<file path="src/tlpd_pkg.sv">
// tlpd_pkg: shared types and constants for the tree path engine.
// No dependencies; used by the interfaces, the register block, the top and the checker.
package tlpd_pkg;

	localparam int NODE_W   = 11;
	localparam int WEIGHT_W = 16;
	localparam int DIST_W   = 26;
	localparam int STATUS_W = 2;
	localparam int KIND_W   = 2;

	localparam int MAX_NODES_DEF    = 1024;
	localparam int TABLE_LEVELS_DEF = 11;
	localparam int WEIGHT_BITS_DEF  = 16;

	localparam int APB_AW = 3;
	localparam int APB_DW = 32;

	localparam logic [DIST_W-1:0] DIST_MAX = '1;

	typedef enum logic [KIND_W-1:0] {
		KIND_CLEAR = 2'd0,
		KIND_EDGE  = 2'd1,
		KIND_BUILD = 2'd2,
		KIND_QUERY = 2'd3
	} kind_t;

	typedef enum logic [STATUS_W-1:0] {
		ST_OK        = 2'd0,
		ST_BAD_NODE  = 2'd1,
		ST_NOT_BUILT = 2'd2
	} status_t;

	typedef enum logic [0:0] {
		REG_NODE_COUNT = 1'b0,
		REG_ROOT_NODE  = 1'b1
	} reg_idx_t;

	localparam logic [NODE_W-1:0] NODE_COUNT_RST = 11'd1;
	localparam logic [NODE_W-1:0] ROOT_NODE_RST  = 11'd1;

	typedef struct packed {
		logic [NODE_W-1:0] node_count;
		logic [NODE_W-1:0] root_node;
	} cfg_t;

endpackage

</file>
<file path="src/tlpd_cfg.sv">
// tlpd_cfg: APB register block holding node_count and root_node.
// Depends on tlpd_pkg.
module tlpd_cfg (
	input  logic                          clk,
	input  logic                          arst_n,
	input  logic                          psel,
	input  logic                          penable,
	input  logic                          pwrite,
	input  logic [tlpd_pkg::APB_AW-1:0]   paddr,
	input  logic [tlpd_pkg::APB_DW-1:0]   pwdata,
	output logic [tlpd_pkg::APB_DW-1:0]   prdata,
	output logic                          pready,
	output tlpd_pkg::cfg_t                cfg
);

	tlpd_pkg::cfg_t     cfg_q;
	tlpd_pkg::reg_idx_t idx;
	logic               wr;

	assign idx    = tlpd_pkg::reg_idx_t'(paddr[2]);
	assign wr     = psel && penable && pwrite;
	assign pready = 1'b1;
	assign cfg    = cfg_q;

	always_ff @(posedge clk or negedge arst_n) begin
		if (!arst_n) begin
			cfg_q.node_count <= tlpd_pkg::NODE_COUNT_RST;
			cfg_q.root_node  <= tlpd_pkg::ROOT_NODE_RST;
		end else if (wr) begin
			case (idx)
				tlpd_pkg::REG_NODE_COUNT: cfg_q.node_count <= pwdata[tlpd_pkg::NODE_W-1:0];
				tlpd_pkg::REG_ROOT_NODE:  cfg_q.root_node  <= pwdata[tlpd_pkg::NODE_W-1:0];
				default: ;
			endcase
		end
	end

	always_comb begin
		case (idx)
			tlpd_pkg::REG_NODE_COUNT: prdata = tlpd_pkg::APB_DW'(cfg_q.node_count);
			tlpd_pkg::REG_ROOT_NODE:  prdata = tlpd_pkg::APB_DW'(cfg_q.root_node);
			default:                  prdata = '0;
		endcase
	end

endmodule

</file>
<file path="config.mk">
export PLATFORM = sky130hd
export DESIGN_NAME = tlpd_cfg
export DESIGN_NICKNAME = d
export VERILOG_FILES = /design/src/tlpd_pkg.sv /design/src/tlpd_cfg.sv
export SDC_FILE = /design/constraint.sdc
export NUM_CORES = 1
export LEC_CHECK = 0
export BUFFER_PORTS_ARGS = -buffer_cell sky130_fd_sc_hd__buf_2
export CAP_MARGIN = 20
export CORE_MARGIN = 4
export CORE_UTILIZATION = 39
export DETAILED_ROUTE_END_ITERATION = 6
export GPL_TIMING_DRIVEN = 0
export PLACE_DENSITY = 0.85
export SLEW_MARGIN = 20
export SYNTH_ARGS = -nofsm -noshare
export SYNTH_HDL_FRONTEND = slang
export SYNTH_SLANG_ARGS = --single-unit
</file>
<file path="constraint.sdc">
create_clock -name clk -period 0.8 [get_ports clk]
set_input_delay 0.04 -clock clk [delete_from_list [all_inputs] [get_ports clk]]
set_output_delay 0.04 -clock clk [all_outputs]
set_load 0.005 [all_outputs]
</file>
==> results.py, run 1 <==
metrics = {
    "outcome": {
        "status": "finished with violations",
        "violations": "setup timing",
    },
    "grt": {
        "track_usage_pct": 15.1,
        "grt_max_degree": 23,
        "grt_pass1_vias": 958,
        "grt_remaining_overflow": 0,
        "grt_pass1_wl_um": 4730,
        "antenna_found_initial": 0,
    },
    "timing": {
        "setup_viol": 51,
        "fin_tns_setup_ps": -9360,
        "rsz0062_at_grt": "yes",
        "fin_skew_ps": 0,
        "fin_ws_ps": -364,
        "fmax_ghz": 0.859,
        "timing.hold.ws_ps": 129,
        "fin_crit_sh_pct": 146,
        "hold_viol_final": 0,
        "final_max_slew_viol_count": 0,
        "post-route-min-period_ps": 1160,
    },
    "yosys": {
        "yosysSeqAreaShare_pct": 44.7,
        "syn_inst": 84,
        "ys_seq_elements": 22,
        "yosys_warnings": 0,
        "syn_avg_cell_area_sq_um": 14.7,
        "synth_area_sq_um": 1240,
        "synth_cell_types": 10,
    },
    "final_layout": {
        "diodes": 0,
        "drive_gt1_share_pct": 71.4,
        "layoutNonFillerInstCount": 233,
        "area_delta_synth_final_pct": 75.6,
        "fin_util_pct": 71.1,
        "layout.nets": 230,
        "final_area_sq_um": 2170,
        "final_common_cell": "buf_6",
        "final_cell_mix": "buf_6, mux2_4, buf_4",
        "largest_register_ff_count": 22,
    },
    "routing": {
        "first_iter_violations": 18,
        "drcViolationCount": 0,
        "routed_wl_um": 3240,
        "ant_nets": 0,
        "viasPerCell": 4.02,
        "drt_first_pass_iters": 4,
        "post_drt_wl_per_cell_um": 13.9,
        "vias": 936,
    },
    "worst_setup_path": {
        "criticalPathCategory": "reg2out",
        "arrival_ps": 1120,
        "crit_fanout": 2,
        "required_ps": 760,
        "setup.worst_path.end_class": "output port",
        "startpoint_type": "flip-flop",
        "r2r_cells": 3,
    },
    "cts": {
        "insertion_delay_ps": 300,
        "clock-sinks": 22,
        "htree_levels": 1,
        "cts-buffers-inserted": 3,
        "path_clk_slew_ps": 110,
        "cts_root_buf": "clkbuf_4",
        "clock_path_buffers": 2,
        "cts_tree": "yes",
    },
    "placement": {
        "dp_cells": 197,
        "port_buffers": 49,
        "dp.final_hpwl_um": 1950,
        "routabilityCongestion": 0.691,
        "dpl_worst_slack_ps": -203,
        "placed_cell_area_sq_um": 1610,
    },
    "die": {
        "initial_utilization_pct": 40.5,
        "boundaryPins": 95,
        "fp-row-count": 20,
        "die_area_sq_um": 4130,
        "dieWidth_um": 64.3,
        "core_sq_um": 3050,
        "fp.dieH_um": 64.3,
    },
    "pwr": {
        "total_power_mw": 4.36,
        "max-vdd-ir-drop_mv": 1.35,
        "leakagePower_nw": 1.20,
        "power_density_nw_per_um2": 2010,
    },
    "job": {
        "maxCapViolCount": 0,
    },
    "worst_hold_path": {
        "hold_path.class": "in2reg",
        "hold_path_depth": 3,
    },
}
-- area by class of cell --
cell class,count,area (sq um)
multi-input cells,57,592
flip-flops and latches,22,553
clock buffers,4,36.3
plain buffers,25,193
fillers,232,882
well taps,44,55.1
repair buffers,81,742
-- timing repair --
item / CTS / global route
resized for setup: 33 / 25
hold endpoints to repair: 42 / 0
hold buffers: 12 / 0
buffers inserted: 18 / 11
endpoints found under the setup margin: 33 / 52
-- synthesized netlist by cell type --
| cell | number | area share, % |
|---|---|---|
| conb_1 | 2 | 0.61 |
| mux2_2 | 13 | 12 |
| buf_6 | 2 | 1.8 |
| mux2_4 | 20 | 24 |
| nand4b_4 | 1 | 1.9 |
| nand4_2 | 1 | 1.0 |
| dfstp_2 | 2 | 4.3 |
| buf_2 | 1 | 0.40 |
| buf_4 | 22 | 13 |
| dfrtp_1 | 20 | 40 |
-- worst max-delay path, stage by stage, from the launching register on --
cell and delay (ps):
dfrtp_1 420, mux2_2 290, buf_6 120
-- cells by family (layout without fill, tap and decap cells) --
family | count (synthesis) | in the layout | synth area share (%)
multiplexers | 33 | 33 | 36.1
buffers and inverters | 25 | 110 | 15.6
flip-flops | 22 | 22 | 44.7
other | 2 | 22 | 0.608
AND/OR/NAND/NOR | 2 | 2 | 2.93
-- path summary, 6_finish.rpt --
path	end	slack, ps	from
max	prdata[7]	-360	cfg[18]
min	cfg[15]	130	penable
max reg2reg	cfg[15]	-190	cfg[15]
min reg2reg	cfg[1]	560	cfg[1]
max in group asynchronous	cfg[0]	200	arst_n
min in group asynchronous	cfg[4]	260	arst_n
-- report_power, final --
group	internal [mW]	total [mW]	switching [mW]
logic	1.57	2.21	0.640
registers	1.37	1.56	0.183
clock network	0.278	0.594	0.316
-- routing by layer --
metal	up-vias	GRT usage, %	routed length, um	share of wire, %
met5	-	0	0	0
met4	0	3.96	27	0.83
met3	2	2.99	131	4.0
met2	31	29.0	1970	61
met1	448	16.5	1110	34
li1	455	-	-	-
Note: power is estimated with default switching activity, not from simulation.
==> run 2, diff against run 1 <==
--- a/config.mk
+++ b/config.mk
@@ -10,4 +10,5 @@
 export CORE_MARGIN = 4
 export CORE_UTILIZATION = 39
+export CTS_CLUSTER_DIAMETER = 80
 export DETAILED_ROUTE_END_ITERATION = 6
 export GPL_TIMING_DRIVEN = 0
==> constraint.sdc (replaced) <==
create_clock -name clk -period 0.8 [get_ports clk]
set_input_delay 0.16 -clock clk [delete_from_list [all_inputs] [get_ports clk]]
set_output_delay 0.16 -clock clk [all_outputs]
set_load 0.005 [all_outputs]
==> run 2 against run 1 <==
Net effect: the run still ends with setup timing left; design area shrank 2.7%; combinational power grew 4%; worst setup slack lost 120 ps; non-clock buffer count shrank 5; clock power grew 0.8%; flip-flop and latch count is the same; maximum frequency shrank 9.3%; die area is the same.
==> results.py, run 2 (synthesized netlist as in run 1, its figures left out) <==
metrics = {
    "die": {
        "boundaryPins": 95,
        "die_area_sq_um": 4130,
        "initial_utilization_pct": 40.5,
        "core_sq_um": 3050,
        "fp.dieH_um": 64.3,
        "fp-row-count": 20,
        "dieWidth_um": 64.3,
    },
    "final_layout": {
        "area_delta_synth_final_pct": 71.0,
        "nFillCells": 225,
        "multi_input_area_sq_um": 608,
        "largest_register_ff_count": 22,
        "final_common_cell": "buf_6",
        "final-seq-area_sq_um": 553,
        "final_cell_mix": "buf_6, buf_4, mux2_4",
        "layout.nets": 225,
        "drive_gt1_share_pct": 76.6,
        "diodes": 0,
    },
    "cts": {
        "clock-sinks": 22,
        "path_clk_slew_ps": 120,
        "clock_path_buffers": 2,
        "insertion_delay_ps": 300,
        "cts_tree": "yes",
        "htree_levels": 1,
        "cts_root_buf": "clkbuf_4",
        "cts-buffers-inserted": 3,
    },
    "pwr": {
        "seqPwrFrac_pct": 35.2,
        "total_power_mw": 4.45,
        "switching_share_pct": 26.9,
        "p_sw_mw": 1.20,
        "combPwrFrac_pct": 51.3,
        "clkPwrFrac_pct": 13.4,
        "power_density_nw_per_um2": 2110,
        "p_int_mw": 3.26,
        "max-vdd-ir-drop_mv": 1.05,
        "leakagePower_nw": 1.19,
    },
    "placement": {
        "port_buffers": 49,
        "routabilityCongestion": 0.649,
        "dp.final_hpwl_um": 2100,
    },
    "worst_hold_path": {
        "hold_path.class": "in2reg",
    },
    "timing": {
        "final_max_slew_viol_count": 0,
        "fin_ws_ps": -483,
        "post-route-min-period_ps": 1280,
        "rsz0062_at_grt": "yes",
        "fin_tns_setup_ps": -14360,
        "hold_viol_final": 0,
        "fin_crit_sh_pct": 160,
        "setup_viol": 53,
        "fin_skew_ps": 0,
        "fmax_ghz": 0.779,
    },
    "grt": {
        "grt_pass1_wl_um": 5120,
        "grt_max_degree": 23,
        "grt_pass1_vias": 1014,
        "antenna_found_initial": 0,
        "grt_remaining_overflow": 0,
        "track_usage_pct": 16.0,
    },
    "worst_setup_path": {
        "critPathBufInv": 1,
        "setup.worst_path.end_class": "output port",
        "arrival_ps": 1120,
        "cpPeakStageDelay_ps": 420,
        "critical-path-top-delay-family": "flip-flops",
        "crit_fanout": 2,
        "criticalPathCategory": "reg2out",
        "startpoint_type": "flip-flop",
        "required_ps": 640,
        "cp_slowest_cell": "dfrtp_1",
        "crit_path_cell_trace": "mux2_4 -> buf_6",
    },
    "routing": {
        "viasPerCell": 4.15,
        "post_drt_wl_per_cell_um": 15.6,
        "drt_first_pass_iters": 4,
        "first_iter_violations": 66,
        "routed_wl_um": 3550,
        "drcViolationCount": 0,
        "vias": 946,
        "ant_nets": 0,
    },
    "outcome": {
        "violations": "setup timing",
        "status": "finished with violations",
    },
    "job": {
        "maxCapViolCount": 0,
    },
}
==> run 2: cell types whose count changed in the layout (fill, tap and decap cells not counted) <==
cell | previous run | this run
mux2_4 | 27 | 29
dlygate4sd3_1 | 12 | 1
mux2_2 | 6 | 4
buf_4 | 25 | 30
buf_6 | 45 | 44
buf_2 | 24 | 26
nand4_2 | 1 | 0
nand4_4 | 0 | 1
==> run 2: area by class of cell <==
type                       count  area share [%]
sequential                    22            26.2
buffer                        25            9.41
tap                           44            2.61
multi-input combinational     57            28.8
clock buffer                   4            1.72
timing repair buffer          76            31.3
==> run 2: worst reg2reg max path, cell delays in order (launching register included) <==
cell	delay, ps
dfrtp_1	420
buf_6	130
buf_6	100
mux2_4	260
==> run 2: stage by stage <==
| stage | hold WS [ps] | cell area (sq um) | util [%] | setup slack, ps | cells |
|---|---|---|---|---|---|
| finish | 101 | 2110 | 69.2 | -483 | 228 |
| detailed placement | 145 | 1630 | 53.5 | -342 | 197 |
| floorplan | -136 | 1330 | - | -87.9 | 104 |
| global route | 91.1 | 2110 | 69.2 | -535 | 228 |
| global placement | 131 | 1630 | 53.5 | -303 | 197 |
| CTS | 91.0 | 1970 | 64.5 | -467 | 223 |
==> run 2: power groups by stage <==
stage | clock, mW | combinational, mW | sequential, mW
2_1_floorplan | 0 | 0.657 | 1.58
3_3_place_gp | 0 | 1.17 | 1.56
3_5_place_dp | 0 | 1.20 | 1.58
4_1_cts | 0.627 | 1.92 | 1.52
5_1_grt | 0.665 | 2.43 | 1.61
6_report | 0.599 | 2.29 | 1.57
==> run 2: metal layers <==
layer | track usage [%] | vias up | wire length (um)
li1 | - | 445 | -
met1 | 17.9 | 462 | 1270
met2 | 30.4 | 35 | 2090
met3 | 2.11 | 4 | 141
met4 | 6.07 | 0 | 53
met5 | 0 | - | 0
==> run 2: worst paths after layout <==
path,start,end,slack (ps),depth (start not counted)
min in group asynchronous,arst_n,cfg[17],360,2
max,cfg[17],prdata[6],-480,2
min,pwdata[9],cfg[20],100,2
min reg2reg,cfg[8],cfg[8],550,1
max reg2reg,cfg[6],cfg[6],-210,3
max in group asynchronous,arst_n,cfg[11],90,2
==> run 2: repair_timing <==
item	CTS	global route
endpoints found under the setup margin	33	52
hold buffers	1	0
pin swaps	0	0
hold endpoints to repair	20	0
gates resized for setup	26	28
setup buffers	21	11
==> run 3, diff against run 2 <==
- GPL_TIMING_DRIVEN: 0 -> not set
==> run 3 against run 2 <==
Net effect: the run still ends with setup timing left; via count decreased by 3.6%; combinational power up 10%; sequential power about the same; clock skew stayed put; design area is 0.47% lower; critical path type unchanged; largest power group unchanged.
==> results.py, run 3 (synthesized netlist as in run 1, its figures left out) <==
metrics = {
    "final_layout": {
        "final_cell_mix": "buf_6, mux2_4, conb_1",
        "nFillCells": 199,
        "largest_register_ff_count": 22,
        "drive_gt1_share_pct": 74.6,
        "diodes": 0,
        "final_common_cell": "buf_6",
        "area_delta_synth_final_pct": 70.1,
        "final-seq-area_sq_um": 553,
        "layout.nets": 210,
        "multi_input_area_sq_um": 619,
    },
    "worst_hold_path": {
        "worstHoldEndpoint": "cfg[4]",
        "hold_path_depth": 2,
        "hold_path.class": "in2reg",
        "hp-start": "pwdata[4]",
    },
    "worst_setup_path": {
        "criticalPathCategory": "reg2out",
        "regToRegStartpoint": "cfg[13]",
        "cpPeakStageDelay_ps": 430,
        "arrival_ps": 1170,
        "worst-path-stages": 2,
        "r2r_cells": 4,
        "worstReg2RegEnd": "cfg[13]",
        "critical-path-top-delay-family": "flip-flops",
        "crit_fanout": 2,
        "critPathBufInv": 1,
        "crit_path_cell_trace": "mux2_4 -> buf_6",
        "required_ps": 640,
        "setup.worst_path.end_class": "output port",
        "startpoint_type": "flip-flop",
        "r2r_slack_ps": -300,
        "cp_slowest_cell": "dfrtp_1",
    },
    "timing": {
        "rsz0062_at_grt": "yes",
        "fin_tns_setup_ps": -16380,
        "hold_viol_final": 0,
        "setup_viol": 55,
        "post-route-min-period_ps": 1330,
        "fin_skew_ps": 0,
        "fin_ws_ps": -535,
        "fin_crit_sh_pct": 167,
        "final_max_slew_viol_count": 0,
        "fmax_ghz": 0.749,
    },
    "pwr": {
        "total_power_mw": 4.97,
        "seqPwrFrac_pct": 31.7,
        "max-vdd-ir-drop_mv": 1.80,
        "clkPwrFrac_pct": 17.4,
        "switching_share_pct": 26.5,
        "p_int_mw": 3.65,
        "power_density_nw_per_um2": 2360,
        "p_sw_mw": 1.31,
        "combPwrFrac_pct": 50.9,
        "leakagePower_nw": 1.15,
    },
    "cts": {
        "path_clk_slew_ps": 130,
        "htree_levels": 1,
        "cts-buffers-inserted": 3,
        "insertion_delay_ps": 320,
        "cts_tree": "yes",
        "clock-sinks": 22,
        "clock_path_buffers": 2,
        "cts_root_buf": "clkbuf_4",
    },
    "placement": {
        "routabilityCongestion": 0.712,
        "dpl_worst_slack_ps": -343,
        "dp.final_hpwl_um": 2160,
        "port_buffers": 49,
    },
    "die": {
        "die_area_sq_um": 4130,
        "fp-row-count": 20,
        "boundaryPins": 95,
        "initial_utilization_pct": 40.5,
        "dieWidth_um": 64.3,
        "fp.dieH_um": 64.3,
        "core_sq_um": 3050,
    },
    "routing": {
        "viasPerCell": 4.28,
        "routed_wl_um": 3700,
        "drcViolationCount": 0,
        "ant_nets": 0,
        "vias": 912,
        "first_iter_violations": 12,
        "post_drt_wl_per_cell_um": 17.4,
        "drt_first_pass_iters": 4,
    },
    "grt": {
        "grt_pass1_wl_um": 4660,
        "grt_max_degree": 15,
        "track_usage_pct": 14.8,
        "grt_remaining_overflow": 0,
        "grt_pass1_vias": 949,
        "antenna_found_initial": 0,
    },
    "outcome": {
        "status": "finished with violations",
        "violations": "setup timing",
    },
    "job": {
        "maxCapViolCount": 0,
    },
}
-- run 3: cell types whose count changed in the layout (fill, tap and decap cells not counted) --
cell       before  now
mux2_2          4    1
buf_2          26   21
bufinv_16       0    1
buf_4          30    8
buf_12          0    2
mux2_4         29   32
buf_6          44   54
clkbuf_8        1    0
-- run 3: power groups by stage --
stage          combinational [mW]  sequential, mW  clock (mW)
2_1_floorplan               0.657            1.58           0
3_3_place_gp                 1.48            1.51           0
3_5_place_dp                 1.52            1.53           0
4_1_cts                      1.93            1.52       0.863
5_1_grt                      2.66            1.59       0.913
6_report                     2.53            1.57       0.865
-- run 3: cell type report --
cell class              instances  area share [%]
clock buffers                   3            1.07
clock inverters                 1            1.43
flip-flops and latches         22            26.3
multi-input cells              57            29.4
well taps                      44            2.62
repair buffers                 86            39.1
-- run 3: worst max-delay path by stage --
stage | startpoint | to | slack [ps]
6_report | cfg[20] | prdata[9] | -530
4_1_cts | cfg[19] | prdata[8] | -480
3_5_place_dp | paddr[2] | cfg[19] | -340
2_1_floorplan | paddr[2] | cfg[12] | -90
3_3_place_gp | paddr[2] | cfg[14] | -320
5_1_grt | cfg[20] | prdata[9] | -550
-- run 3: routing by layer --
metal  track usage (%)  wire [um]  vias to the layer above
li1                  -          -                      415
met1              14.7       1210                      447
met2              29.9       2190                       42
met3              4.04        182                        8
met4              3.17        113                        0
met5                 0          0                        -
-- run 3: timing repair --
| action | in CTS | in global routing |
|---|---|---|
| endpoints found under the setup margin | 53 | 55 |
| hold buffers | 1 | 0 |
| buffers inserted | 5 | 16 |
| hold endpoints to repair | 22 | 0 |
| resized for setup | 28 | 42 |
-- run 3: worst register-to-register path, delay by kind of cell, from the launching register on --
kind / cells / cell delay [ps]
multiplexers: 1 / 240
flip-flops: 1 / 430
buffers and inverters: 3 / 330
-- run 3: through the flow --
step                cells  utilization [%]  cell area [sq um]  hold slack [ps]
detailed placement    196             53.7               1640             30.6
finish                213             68.9               2100             73.7
global placement      196             53.7               1640             24.6
CTS                   205             61.4               1870             74.7
global route          213             68.9               2100             69.9
floorplan             104                -               1330             -136
